===== src/text_command_line_parser_unit_defines.svh =====
// Assertion macros for the command line parser unit.
`ifndef TEXT_COMMAND_LINE_PARSER_UNIT_DEFINES_SVH
`define TEXT_COMMAND_LINE_PARSER_UNIT_DEFINES_SVH

// Same-cycle implication, sampled on clk, off during reset.
`define TCLP_ASSERT_NOW(label, ante, cons, msg) \
	label: assert property (@(posedge clk) disable iff (!arst_n) (ante) |-> (cons)) \
		else $error(msg);

// Next-cycle implication, sampled on clk, off during reset.
`define TCLP_ASSERT_NEXT(label, ante, cons, msg) \
	label: assert property (@(posedge clk) disable iff (!arst_n) (ante) |=> (cons)) \
		else $error(msg);

`endif


===== src/tclp_pkg.sv =====
// Shared types, constants and the syntax table of the command line parser.
`default_nettype none
package tclp_pkg;

	localparam int ARG_A_WIDTH = 16;
	localparam int OUT_A_WIDTH = 16;

	localparam int ROM_LEN = 18;
	localparam logic [4:0] POS_IDLE = 5'd31;

	localparam logic [7:0] SLOT_RGB = 8'd1;
	localparam logic [7:0] SLOT_A = 8'd2;
	localparam logic [7:0] SLOT_B = 8'd3;
	localparam logic [7:0] SLOT_MAX = 8'd5;

	localparam logic [7:0] CHAR_LF = 8'h0A;
	localparam logic [7:0] CHAR_CR = 8'h0D;
	localparam logic [7:0] CHAR_SPACE = 8'h20;
	localparam logic [7:0] CHAR_0 = 8'h30;
	localparam logic [7:0] CHAR_9 = 8'h39;
	localparam logic [7:0] CHAR_UA = 8'h41;
	localparam logic [7:0] CHAR_UF = 8'h46;

	localparam logic [2:0] HEX_RED_DONE = 3'd2;
	localparam logic [2:0] HEX_GREEN_DONE = 3'd4;
	localparam logic [2:0] HEX_BLUE_DONE = 3'd6;

	localparam logic STATUS_DONE = 1'b0;
	localparam logic STATUS_UNKNOWN = 1'b1;

	typedef logic [ARG_A_WIDTH-1:0] arg_t;

	localparam logic [7:0] SYNTAX_ROM [ROM_LEN] = '{
		8'h69,
		8'h61, SLOT_RGB,
		8'h73, SLOT_A, SLOT_RGB,
		8'h74, SLOT_A,
		8'h62, SLOT_A,
		8'h63, SLOT_A, SLOT_B,
		8'h72, SLOT_A,
		8'h77, SLOT_A,
		8'h70
	};

	typedef struct packed {
		logic status;
		logic [7:0] command;
		logic [OUT_A_WIDTH-1:0] arg_a;
		logic [7:0] red;
		logic [7:0] green;
		logic [7:0] blue;
	} result_t;

	typedef struct packed {
		logic hit;
		logic [4:0] pos;
	} lookup_t;

	typedef struct packed {
		logic ok;
		logic [3:0] value;
	} digit_t;

	// First command letter in the table that equals c; slot codes never match.
	function automatic lookup_t find_command(input logic [7:0] c);
		lookup_t r;
		r.hit = 1'b0;
		r.pos = POS_IDLE;
		for (int i = ROM_LEN - 1; i >= 0; i--) begin
			if (SYNTAX_ROM[i] > SLOT_MAX && SYNTAX_ROM[i] == c) begin
				r.hit = 1'b1;
				r.pos = 5'(i + 1);
			end
		end
		return r;
	endfunction

	function automatic digit_t hex_digit(input logic [7:0] c);
		digit_t r;
		r.ok = 1'b0;
		r.value = 4'd0;
		if (c >= CHAR_0 && c <= CHAR_9) begin
			r.ok = 1'b1;
			r.value = c[3:0];
		end else if (c >= CHAR_UA && c <= CHAR_UF) begin
			r.ok = 1'b1;
			r.value = 4'(c[2:0] + 4'd9);
		end
		return r;
	endfunction

	function automatic logic [OUT_A_WIDTH-1:0] arg_to_out(input arg_t a);
		logic [ARG_A_WIDTH+OUT_A_WIDTH-1:0] w;
		w = {{OUT_A_WIDTH{1'b0}}, a};
		return w[OUT_A_WIDTH-1:0];
	endfunction

endpackage
`default_nettype wire


===== src/text_command_line_parser_unit.sv =====
// Single-letter command line parser: one character per beat, one result per line or unknown letter.
//
//  channel | beat                        | flow
//  in      | char_in                     | in_valid / in_stall
//  out     | status command arg_a r g b  | out_valid / out_stall
//
// One character is taken every cycle that in_valid is high and in_stall low; its
// result, if any, goes to the output register, or to the skid stage when held.
// The output register and a one-beat skid stage hold results while out_stall
// is high; in_stall rises only when the skid stage is full.
// arst_n clears the parser to idle with all parse fields zero; output data is not reset.
`default_nettype none
`include "text_command_line_parser_unit_defines.svh"

module text_command_line_parser_unit (
	input  wire logic       clk,
	input  wire logic       arst_n,
	input  wire logic       in_valid,
	output logic            in_stall,
	input  wire logic [7:0] char_in,
	output logic            out_valid,
	input  wire logic       out_stall,
	output logic            status,
	output logic [7:0]      command,
	output logic [15:0]     arg_a,
	output logic [7:0]      red,
	output logic [7:0]      green,
	output logic [7:0]      blue
);

	logic [4:0] pos_q, pos_n;
	logic [2:0] hex_cnt_q, hex_cnt_n;
	logic [7:0] partial_q, partial_n;
	logic [7:0] cmd_q, cmd_n;
	tclp_pkg::arg_t arg_q, arg_n;
	logic [7:0] red_q, red_n;
	logic [7:0] green_q, green_n;
	logic [7:0] blue_q, blue_n;

	tclp_pkg::result_t res;
	logic res_valid;
	tclp_pkg::result_t out_q, skid_q;
	logic out_valid_q, skid_valid_q;

	logic accept, res_fire, out_free;
	tclp_pkg::lookup_t lk;
	tclp_pkg::digit_t hx;
	logic [7:0] slot;
	logic [3:0] dec;

	assign in_stall = skid_valid_q;
	assign accept = in_valid && !skid_valid_q;
	assign res_fire = accept && res_valid;
	assign out_free = !out_valid_q || !out_stall;

	assign lk = tclp_pkg::find_command(char_in);
	assign hx = tclp_pkg::hex_digit(char_in);
	assign dec = char_in[3:0];
	assign slot = (pos_q < 5'(tclp_pkg::ROM_LEN)) ? tclp_pkg::SYNTAX_ROM[pos_q] : 8'd0;

	always_comb begin
		pos_n = pos_q;
		hex_cnt_n = hex_cnt_q;
		partial_n = partial_q;
		cmd_n = cmd_q;
		arg_n = arg_q;
		red_n = red_q;
		green_n = green_q;
		blue_n = blue_q;
		res_valid = 1'b0;
		res = '0;
		if (char_in == tclp_pkg::CHAR_LF || char_in == tclp_pkg::CHAR_CR) begin
			if (pos_q != tclp_pkg::POS_IDLE) begin
				res_valid = 1'b1;
				res.status = tclp_pkg::STATUS_DONE;
				res.command = cmd_q;
				res.arg_a = tclp_pkg::arg_to_out(arg_q);
				res.red = red_q;
				res.green = green_q;
				res.blue = blue_q;
				pos_n = tclp_pkg::POS_IDLE;
			end
		end else if (pos_q == tclp_pkg::POS_IDLE) begin
			cmd_n = 8'd0;
			arg_n = '0;
			red_n = 8'd0;
			green_n = 8'd0;
			blue_n = 8'd0;
			hex_cnt_n = 3'd0;
			partial_n = 8'd0;
			if (lk.hit) begin
				cmd_n = char_in;
				pos_n = lk.pos;
			end else begin
				res_valid = 1'b1;
				res.status = tclp_pkg::STATUS_UNKNOWN;
				res.command = char_in;
			end
		end else if (slot == tclp_pkg::SLOT_RGB) begin
			if (!hx.ok) begin
				cmd_n = 8'd0;
				pos_n = tclp_pkg::POS_IDLE;
			end else begin
				partial_n = {partial_q[3:0], hx.value};
				hex_cnt_n = hex_cnt_q + 3'd1;
				if (hex_cnt_n == tclp_pkg::HEX_RED_DONE) begin
					red_n = partial_n;
					partial_n = 8'd0;
				end else if (hex_cnt_n == tclp_pkg::HEX_GREEN_DONE) begin
					green_n = partial_n;
					partial_n = 8'd0;
				end else if (hex_cnt_n == tclp_pkg::HEX_BLUE_DONE) begin
					blue_n = partial_n;
					partial_n = 8'd0;
				end
				if (hex_cnt_n >= tclp_pkg::HEX_BLUE_DONE) begin
					pos_n = pos_q + 5'd1;
				end
			end
		end else if (slot == tclp_pkg::SLOT_A || slot == tclp_pkg::SLOT_B) begin
			if (char_in == tclp_pkg::CHAR_SPACE) begin
				pos_n = pos_q + 5'd1;
			end else if (char_in < tclp_pkg::CHAR_0 || char_in > tclp_pkg::CHAR_9) begin
				cmd_n = 8'd0;
				pos_n = tclp_pkg::POS_IDLE;
			end else if (slot == tclp_pkg::SLOT_A) begin
				arg_n = (arg_q << 3) + (arg_q << 1) + tclp_pkg::arg_t'(dec);
			end else begin
				blue_n = (blue_q << 3) + (blue_q << 1) + {4'd0, dec};
			end
		end
	end

	always_ff @(posedge clk or negedge arst_n) begin
		if (!arst_n) begin
			pos_q <= tclp_pkg::POS_IDLE;
			hex_cnt_q <= 3'd0;
			partial_q <= 8'd0;
			cmd_q <= 8'd0;
			arg_q <= '0;
			red_q <= 8'd0;
			green_q <= 8'd0;
			blue_q <= 8'd0;
		end else if (accept) begin
			pos_q <= pos_n;
			hex_cnt_q <= hex_cnt_n;
			partial_q <= partial_n;
			cmd_q <= cmd_n;
			arg_q <= arg_n;
			red_q <= red_n;
			green_q <= green_n;
			blue_q <= blue_n;
		end
	end

	// Drain the skid stage first, else load a fresh result; park it in skid when held.
	always_ff @(posedge clk or negedge arst_n) begin
		if (!arst_n) begin
			out_valid_q <= 1'b0;
			skid_valid_q <= 1'b0;
		end else if (out_free) begin
			out_valid_q <= skid_valid_q || res_fire;
			skid_valid_q <= 1'b0;
		end else if (res_fire) begin
			skid_valid_q <= 1'b1;
		end
	end

	always_ff @(posedge clk) begin
		if (out_free) begin
			if (skid_valid_q) begin
				out_q <= skid_q;
			end else if (res_fire) begin
				out_q <= res;
			end
		end else if (res_fire) begin
			skid_q <= res;
		end
	end

	assign out_valid = out_valid_q;
	assign status = out_q.status;
	assign command = out_q.command;
	assign arg_a = out_q.arg_a;
	assign red = out_q.red;
	assign green = out_q.green;
	assign blue = out_q.blue;

	`TCLP_ASSERT_NOW(a_skid_behind_out, skid_valid_q, out_valid_q, "skid full with output empty")
	`TCLP_ASSERT_NOW(a_pos_range, 1'b1, (pos_q <= 5'(tclp_pkg::ROM_LEN)) || (pos_q == tclp_pkg::POS_IDLE), "parse position out of range")
	`TCLP_ASSERT_NOW(a_hex_cnt_range, 1'b1, hex_cnt_q <= tclp_pkg::HEX_BLUE_DONE, "hex digit count past six")
	`TCLP_ASSERT_NEXT(a_fire_shows, res_fire && out_free && !skid_valid_q, out_valid_q, "result lost")

endmodule
`default_nettype wire

===== config.mk =====
export PLATFORM = sky130hd
export DESIGN_NAME = text_command_line_parser_unit
export DESIGN_NICKNAME = d
export VERILOG_FILES = /design/src/tclp_pkg.sv /design/src/text_command_line_parser_unit.sv
export VERILOG_INCLUDE_DIRS = /design/src /design/src/src
export SDC_FILE = /design/constraint.sdc
export NUM_CORES = 1
export LEC_CHECK = 0
export BUFFER_PORTS_ARGS = -buffer_cell sky130_fd_sc_hd__clkbuf_2
export CAP_MARGIN = 20
export CORE_UTILIZATION = 42
export CTS_BUF_LIST = sky130_fd_sc_hd__clkbuf_16
export CTS_CLUSTER_SIZE = 28
export DETAILED_ROUTE_END_ITERATION = 10
export GPL_ROUTABILITY_DRIVEN = 0
export PLACE_DENSITY = 0.59
export SYNTH_ARGS = -nofsm -noshare
export SYNTH_HDL_FRONTEND = slang
export SYNTH_SLANG_ARGS = --single-unit

===== constraint.sdc =====
create_clock -name clk -period 12.05 [get_ports clk]
set_clock_uncertainty 0.15 [all_clocks]
set_input_delay 1.205 -clock clk [delete_from_list [all_inputs] [get_ports clk]]
set_output_delay 1.205 -clock clk [all_outputs]
set_load 0.05 [all_outputs]

==> results of run 1 <==
[layout make-up]
cell class / instances / area share
clock inverters: 15 / 0.0202
clock buffers: 17 / 0.0430
repair buffers: 70 / 0.0375
multi-input cells: 504 / 0.399
flip-flops and latches: 160 / 0.455
inverters: 29 / 0.0110
well taps: 270 / 0.0342
[worst register-to-register path, stage by stage, from the launching register on]
cell and delay [ns]:
dfstp_2 0.61, ha_1 0.25, and3_1 0.18, ha_2 0.15, buf_4 0.50, nand4_1 0.43
nor2_1 0.42, or2_2 0.19, nor3b_2 0.61, buf_4 0.63
[logic make-up (layout without fill, tap and decap cells)]
group | Yosys count | in the layout | share of synthesized area
simple gates | 200 | 200 | 0.123
flops | 160 | 160 | 0.516
compound gates | 153 | 153 | 0.125
mux | 76 | 76 | 0.0997
buf+inv | 69 | 131 | 0.0344
fa+ha+maj | 55 | 55 | 0.0823
xor+xnor | 20 | 20 | 0.0201
[through the flow]
stage	power (uW)	utilization	worst slack [ns]
3_5_place_dp	2210	0.456	6.76
5_1_grt	2940	0.487	6.90
4_1_cts	2780	0.487	7.21
2_1_floorplan	1900	-	5.27
3_3_place_gp	2170	0.456	6.99
6_report	2750	0.487	7.16
[power groups by stage]
stage / clock network, uW / registers (uW) / logic (uW)
finish: 569 / 885 / 1300
global route: 602 / 906 / 1430
CTS: 580 / 887 / 1310
detailed placement: 0 / 897 / 1310
global placement: 0 / 891 / 1270
floorplan: 0 / 1120 / 783
[cell usage in the layout, fill, tap and decap left out, types with 6 or more instances in the layout]
cell type,instances
edfxtp_1,98
mux2_2,67
clkbuf_2,62
dfrtp_1,56
ha_1,50
nand2_1,47
and3_1,35
nor2_1,31
o21ai_0,30
inv_1,29
a21oi_1,25
nor3_1,18
clkbuf_16,17
a22o_1,15
xnor2_1,15
nand3_1,14
a22oi_1,13
nand2b_1,12
nor2b_1,10
a21o_1,9
o21ai_1,9
buf_4,8
o211ai_1,6
a31oi_1,6
[how the worst max path moves through the flow]
stage | endpoint | slack, ns | cells after the start
2_1_floorplan | skid_q[0] | 5.27 | 8
3_3_place_gp | skid_q[19] | 6.99 | 10
3_5_place_dp | skid_q[11] | 6.76 | 10
4_1_cts | skid_q[12] | 7.21 | 10
5_1_grt | skid_q[9] | 6.90 | 10
6_report | skid_q[9] | 7.16 | 10
[registers in the layout, summed over array words and instances (netlist names)]
register / count
command: 8
arg_q: 16
red_q: 8
arg_a: 16
blue_q: 8
out_valid: 1
pos_q: 5
blue: 8
hex_cnt_q: 3
skid_q: 49
red: 8
green: 8
green_q: 8
status: 1
cmd_q: 8
in_stall: 1
partial_q: 4
[layer usage]
layer / GRT usage / routed length (um) / vias to the layer above
met5: 0 / 0 / -
li1: - / - / 2835
met1: 0.245 / 8670 / 2900
met2: 0.314 / 9110 / 151
met4: 0.0781 / 538 / 0
met3: 0.0341 / 704 / 42
==> results.toml, run 1 <==
[clock_network]
cts_resized = 0
post_cts_buffers = 0
cts_root_buffer = "clkbuf_16"
clock_sinks = 160
hold_buffers = 0
clockBufferDepth = 2
cts.htree.levels = 4
cts_buffers = 17
cts_tree = "yes"
clkTransAtPathRegs_ns = 0.07
insertion_delay_ns = 0.43

[routing]
drt_iter0_drc = 563
wirelength_um = 19000
vias = 5928
first_pass_iters = 5
drc_errors = 0
wl_per_cell_um = 17.9
antenna_left = 0
via_per_inst = 5.57

[worst_setup_path]
critPathBufInv = 3
max_stage_delay_ns = 0.77
path_class = "input pin to flop"
rrSetupSlack_ns = 7.54
reg2reg_depth = 9
start_kind = "input pin"
arrival_ns = 4.80
r2r-start = "pos_q[0]"
cp_slowest_cell = "nor2_1"
critPathCaptureType = "flop"
path_max_fanout = 43
crit_family = "simple AND/OR/NAND/NOR gates"
critical_path.startpoint = "char_in[0]"
path_cells = "clkbuf_2 -> inv_1 -> ha_1 -> nand2b_1 -> nand2_1 -> nand4b_1 -> nor2_1 -> or2_2 -> nor3b_2 -> buf_4"
cp.required_ns = 11.96
r2r-end = "skid_q[9]"

[worst_hold_path]
min_path_type = "flop to flop"
holdPathStages = 1
holdPathEnd = "cmd_q[5]"
holdCritStartpoint = "cmd_q[5]"

[logic_synthesis]
seq_area_frac_synth = 0.516
syn_nets = 800
syn-cell-area_um2 = 8730
yosysTopAreaCellShare = 0.337
synthTopCellsByArea = "edfxtp_1 (34%), dfrtp_1 (16%), mux2_2 (8.6%), ha_1 (7.3%), and3_1 (2.5%)"
post-synth-top-area-cell = "edfxtp_1"
syn_inst = 733
async_reset_ff_frac = 0.388
yosysUniqueCellTypes = 74
ys.flop_type = "edfxtp_1"
synth.most_common_cell = "edfxtp_1"
ys_ff_latch = 160
netlist_top_cells_count = "edfxtp_1 (98), mux2_2 (67), dfrtp_1 (57)"
synth_edf_count = 98
avgSynthCellArea_um2 = 11.9
synth_warnings = 0

[power]
p_leak_uw = 0.00422
p_int_uw = 1550
p_clk_frac = 0.207
power_frac_seq = 0.321
powerDensity_nw_per_um2 = 279
p_sw_uw = 1200
ir_drop_mv = 0.138
sw_frac_of_total = 0.437
combinationalPowerShare = 0.472

[layout]
multi_input_comb_area_um2 = 3940
layout.nets = 849
postLayoutCellArea_um2 = 9890
n_antenna_cell = 0
regArea_um2 = 4500
area_growth_syn_to_layout_pct = 13.3
fill_cells = 1861
layout-drive-gt1-share = 0.255
final_cells = 1065

[run]
max-cap-violations = 0

[grt]
track_usage = 0.190
antenna_found_initial = 0
first_global_vias = 6190
grt_max_degree = 63
overflow = 0
grt_pass1_wl_um = 31800

[floorplan]
die_x_um = 146
initial_core_util = 0.430
die-area_um2 = 21400
ios = 63
die_y_um = 146
core_um2 = 20300
row_count = 52

[timing]
tightest_slew_ns = 1.01
holdWs_ns = 0.338
max-slew-margin-rel = 0.324
min_period_ns = 4.89
setup_viol = 0
fmax_mhz = 204
maxSlewViolCount = 0
hold_violations = 0
finalCritPeriodShare = 0.406
tns_ns = 0
rsz0062_at_grt = "no"

[place]
dpl_cell_area_um2 = 9260
numPortBuffers = 62
hpwl_um = 13200
placed_cells = 1033

[run_status]
outcome = "finished clean"
Power figures use the tool's default switching activity.
==> inputs of run 2 (changes only) <==
--- a/config.mk
+++ b/config.mk
@@ -13,7 +13,7 @@
 export CTS_CLUSTER_SIZE = 28
 export DETAILED_ROUTE_END_ITERATION = 10
 export GPL_ROUTABILITY_DRIVEN = 0
-export PLACE_DENSITY = 0.59
+export PLACE_DENSITY = 0.61
 export SYNTH_ARGS = -nofsm -noshare
 export SYNTH_HDL_FRONTEND = slang
 export SYNTH_SLANG_ARGS = --single-unit
==> constraint.sdc (replaced) <==
create_clock -name clk -period 4 [get_ports clk]
set_clock_uncertainty 0.15 [all_clocks]
set_input_delay 0.4 -clock clk [delete_from_list [all_inputs] [get_ports clk]]
set_output_delay 0.4 -clock clk [all_outputs]
set_load 0.05 [all_outputs]
==> results.toml, run 2 (same netlist as run 1, synthesis figures left out) <==
[run_status]
outcome = "finished clean"

[worst_setup_path]
path_class = "flop to flop"
max_stage_delay_ns = 0.82
start_kind = "flop"
cp_slowest_cell = "a21oi_2"
path_max_fanout = 23
cp.required_ns = 4.16
arrival_ns = 3.72
path_cells = "inv_1 -> ha_1 -> nand2b_1 -> o22a_1 -> o31ai_1 -> nand3_1 -> a21oi_2 -> mux2_2"
critPathCaptureType = "flop"

[floorplan]
core_um2 = 20300
die-area_um2 = 21400
die_y_um = 146
ios = 63
initial_core_util = 0.430
row_count = 52
die_x_um = 146

[power]
p_sw_uw = 3650
sw_frac_of_total = 0.438
powerDensity_nw_per_um2 = 835
ir_drop_mv = 0.345
combinationalPowerShare = 0.481
p_leak_uw = 0.00426
power_frac_seq = 0.318
p_int_uw = 4670
p_clk_frac = 0.200

[clock_network]
post_cts_buffers = 0
clock_sinks = 160
cts_root_buffer = "clkbuf_16"
insertion_delay_ns = 0.43
cts.htree.levels = 4
cts_resized = 0
hold_buffers = 1
cts_tree = "yes"
clockBufferDepth = 2
cts_buffers = 17
clkTransAtPathRegs_ns = 0.07

[routing]
via_per_inst = 5.57
drc_errors = 0
vias = 5964
drt_iter0_drc = 395
wirelength_um = 18700
first_pass_iters = 5
wl_per_cell_um = 17.5
antenna_left = 0

[grt]
grt_max_degree = 53
track_usage = 0.183
overflow = 0
grt_pass1_wl_um = 30900
first_global_vias = 6101
antenna_found_initial = 0

[place]
dp_slack_ns = 0.459
hpwl_um = 13100
numPortBuffers = 62

[timing]
tns_ns = 0
hold_violations = 0
max-slew-margin-rel = 0.315
postLayoutSetupSlackWorst_ns = 0.441
fmax_mhz = 281
tightest_slew_ns = 1.03
finalCritPeriodShare = 0.890
maxSlewViolCount = 0
min_period_ns = 3.56
rsz0062_at_grt = "no"
setup_viol = 0

[layout]
postLayoutCoreUtil = 0.491
final_common_cell = "edfxtp_1"
top_register = "skid_q"
fill_cells = 1846
layout-drive-gt1-share = 0.261
largest_reg_flops = 49
layout.nets = 855
n_antenna_cell = 0
area_growth_syn_to_layout_pct = 14.1
mostFrequentLayoutCells = "edfxtp_1 (98), mux2_2 (67), clkbuf_2 (62), dfrtp_1 (56), ha_1 (50)"

[worst_hold_path]
min_path_type = "input pin to flop"

[run]
max-cap-violations = 0
## run 2: cell types whose count changed in the layout (fill, tap and decap cells not counted), sizes merged
cell         previous run  this run
bufinv                  3         2
inv                    35        36
buf                     8        13
dlygate4sd3             0         1
## run 2: metal layers
layer | routed length (um) | up-vias | global-route usage
met2 | 9270 | 156 | 0.305
met3 | 754 | 23 | 0.0369
li1 | - | 2841 | -
met4 | 296 | 0 | 0.0625
met5 | 0 | - | 0
met1 | 8400 | 2944 | 0.235
## run 2: power by group through the flow
stage	clock [uW]	sequential [uW]	combinational [uW]
6_report	1670	2650	4000
3_5_place_dp	0	2680	4000
2_1_floorplan	0	3350	2370
4_1_cts	1710	2650	4020
5_1_grt	1770	2710	4360
3_3_place_gp	0	2670	3890
## run 2: worst max-delay path, delay by kind of cell, from the launching register on
kind,cells,cell delay [ns]
and+or+nand+nor,2,0.40
muxes,1,0.42
adders and majority gates,1,0.34
AOI/OAI and AO/OA,3,1.40
DFF,1,0.61
buffers and inverters,1,0.11
## run 2: per-stage QoR
stage / hold slack (ns) / area [um2] / power, uW / cells
after CTS: 0.148 / 9960 / 8370 / 1071
after global placement: 0.313 / 9330 / 6550 / 1038
after detailed placement: 0.327 / 9330 / 6680 / 1038
final: 0.159 / 9960 / 8320 / 1071
after global routing: 0.165 / 9960 / 8830 / 1071
after floorplan: -0.0456 / 8740 / 5720 / 733
## run 2: area by class of cell
class	count	area, um2	share of cell area
clock buffer	17	425	0.0427
clock inverter	15	193	0.0193
inverter	29	109	0.0109
multi-input combinational	504	3950	0.397
sequential	160	4500	0.452
tap	270	338	0.0339
timing repair buffer	76	443	0.0445
## run 2: path summary, 6_finish.rpt
| check | from | to | depth (start not counted) | slack, ns |
|---|---|---|---|---|
| min | in_valid | out_valid | 3 | 0.16 |
| max in group asynchronous | arst_n | pos_q[3] | 3 | 2.28 |
| max | pos_q[0] | arg_q[6] | 8 | 0.44 |
| min in group asynchronous | arst_n | red_q[3] | 2 | 0.46 |
| max reg2reg | pos_q[0] | arg_q[6] | 8 | 0.44 |
| min reg2reg | cmd_q[7] | cmd_q[7] | 1 | 0.34 |
==> inputs of run 3 (changes only) <==
--- a/config.mk
+++ b/config.mk
@@ -8,12 +8,13 @@
 export LEC_CHECK = 0
 export BUFFER_PORTS_ARGS = -buffer_cell sky130_fd_sc_hd__clkbuf_2
 export CAP_MARGIN = 20
-export CORE_UTILIZATION = 42
+export CORE_UTILIZATION = 40
 export CTS_BUF_LIST = sky130_fd_sc_hd__clkbuf_16
 export CTS_CLUSTER_SIZE = 28
 export DETAILED_ROUTE_END_ITERATION = 10
 export GPL_ROUTABILITY_DRIVEN = 0
-export PLACE_DENSITY = 0.61
+export PLACE_DENSITY = 0.59
+export REMOVE_ABC_BUFFERS = 1
 export SYNTH_ARGS = -nofsm -noshare
 export SYNTH_HDL_FRONTEND = slang
 export SYNTH_SLANG_ARGS = --single-unit
==> results.toml, run 3 (same netlist as run 1, synthesis figures left out) <==
[power]
p_leak_uw = 0.00428
ir_drop_mv = 0.982
powerDensity_nw_per_um2 = 840

[layout]
regArea_um2 = 4500
layout-drive-gt1-share = 0.254
fill_cells = 1944
layout.nets = 856
postLayoutCoreUtil = 0.470
largest_reg_flops = 49
mostFrequentLayoutCells = "edfxtp_1 (98), mux2_2 (67), clkbuf_2 (62), dfrtp_1 (56), ha_1 (50)"
area_growth_syn_to_layout_pct = 14.2
n_antenna_cell = 0
final_common_cell = "edfxtp_1"
final_cells = 1077
postLayoutCellArea_um2 = 9960
multi_input_comb_area_um2 = 3940
top_register = "skid_q"

[timing]
postLayoutSetupSlackWorst_ns = 0.608
maxSlewViolCount = 0
min_period_ns = 3.39
tns_ns = 0
finalCritPeriodShare = 0.848
fmax_mhz = 295
hold_violations = 0
rsz0062_at_grt = "no"
tightest_slew_ns = 0.900
max-slew-margin-rel = 0.400
setup_viol = 0

[clock_network]
insertion_delay_ns = 0.42
cts_tree = "yes"
clock_sinks = 160
cts.htree.levels = 4
cts_resized = 0
cts_buffers = 17
post_cts_buffers = 0
hold_buffers = 1
clockBufferDepth = 2
cts_root_buffer = "clkbuf_16"
clkTransAtPathRegs_ns = 0.06

[worst_setup_path]
arrival_ns = 3.55
path_max_fanout = 11
critPathCaptureType = "flop"
start_kind = "flop"
cp_slowest_cell = "dfstp_2"
path_cells = "inv_1 -> ha_1 -> nand2b_1 -> a311oi_4 -> and3_1 -> nand2_1 -> buf_4 -> nor2_2 -> o2bb2ai_4 -> mux2_2"
path_class = "flop to flop"
max_stage_delay_ns = 0.60
cp.required_ns = 4.15
rrSetupSlack_ns = 0.61

[floorplan]
ios = 63
die_y_um = 150
initial_core_util = 0.411
row_count = 53
core_um2 = 21200
die-area_um2 = 22400
die_x_um = 150

[place]
dpl_cell_area_um2 = 9330
dp_slack_ns = 0.635
hpwl_um = 12500
placed_cells = 1044
numPortBuffers = 62

[routing]
drt_iter0_drc = 468
antenna_left = 0
wirelength_um = 18700
via_per_inst = 5.58
wl_per_cell_um = 17.4
vias = 6015
first_pass_iters = 5
drc_errors = 0

[grt]
track_usage = 0.177
grt_pass1_wl_um = 30900
grt_max_degree = 53
first_global_vias = 6109
antenna_found_initial = 0
overflow = 0

[run]
max-cap-violations = 0

[run_status]
outcome = "finished clean"

[worst_hold_path]
min_path_type = "input pin to flop"
run 3: cell count changes in the layout (fill, tap and decap cells not counted), moves of 2 or more:
cell       previous run  this run
bufinv_16             2         5
inv_8                 2         0
buf_4                11        13
clkinv_4              3         0
inv_1                29        34
clkinv_8              2         0
inv_6                 5         2
run 3: final cells by class:
cell class	count	area share
Sequential cell	160	0.452
Multi-Input combinational cell	504	0.396
Timing Repair Buffer	77	0.0439
Clock buffer	17	0.0427
Tap cell	275	0.0345
Clock inverter	15	0.0203
Inverter	29	0.0109
run 3: layer usage:
layer / vias up / track usage / share of wire
met5: - / 0 / 0
met4: 0 / 0.0692 / 0.019
met3: 32 / 0.0338 / 0.037
met2: 156 / 0.285 / 0.47
met1: 2983 / 0.234 / 0.47
li1: 2844 / - / -
run 3: final timing paths:
kind | from | to | depth (start not counted)
min reg2reg | cmd_q[6] | cmd_q[6] | 1
max in group asynchronous | arst_n | pos_q[1] | 3
max | pos_q[0] | blue_q[2] | 10
min in group asynchronous | arst_n | cmd_q[2] | 2
min | out_stall | in_stall | 3
max reg2reg | pos_q[0] | blue_q[2] | 10
run 3: stage by stage:
stage | total power [uW] | hold WS (ns)
after floorplan | 5630 | -0.0456
after global placement | 6570 | 0.315
after detailed placement | 6650 | 0.326
after CTS | 8450 | 0.132
after global routing | 8890 | 0.164
final | 8370 | 0.143
run 3: worst max-delay path, delay by kind of cell (launching register included):
family	cells	cell delay, ns
fa+ha+maj	1	0.34
compound gates	2	0.61
mux	1	0.38
buf+inv	2	0.30
flops	1	0.60
simple gates	4	0.88
run 3: power by group:
| part | total [uW] | leakage (uW) | switching (uW) | internal [uW] |
|---|---|---|---|---|
| combinational | 3970 | 0.00220 | 2610 | 1350 |
| clock | 1750 | 0.000321 | 656 | 1100 |
| sequential | 2650 | 0.00175 | 283 | 2360 |
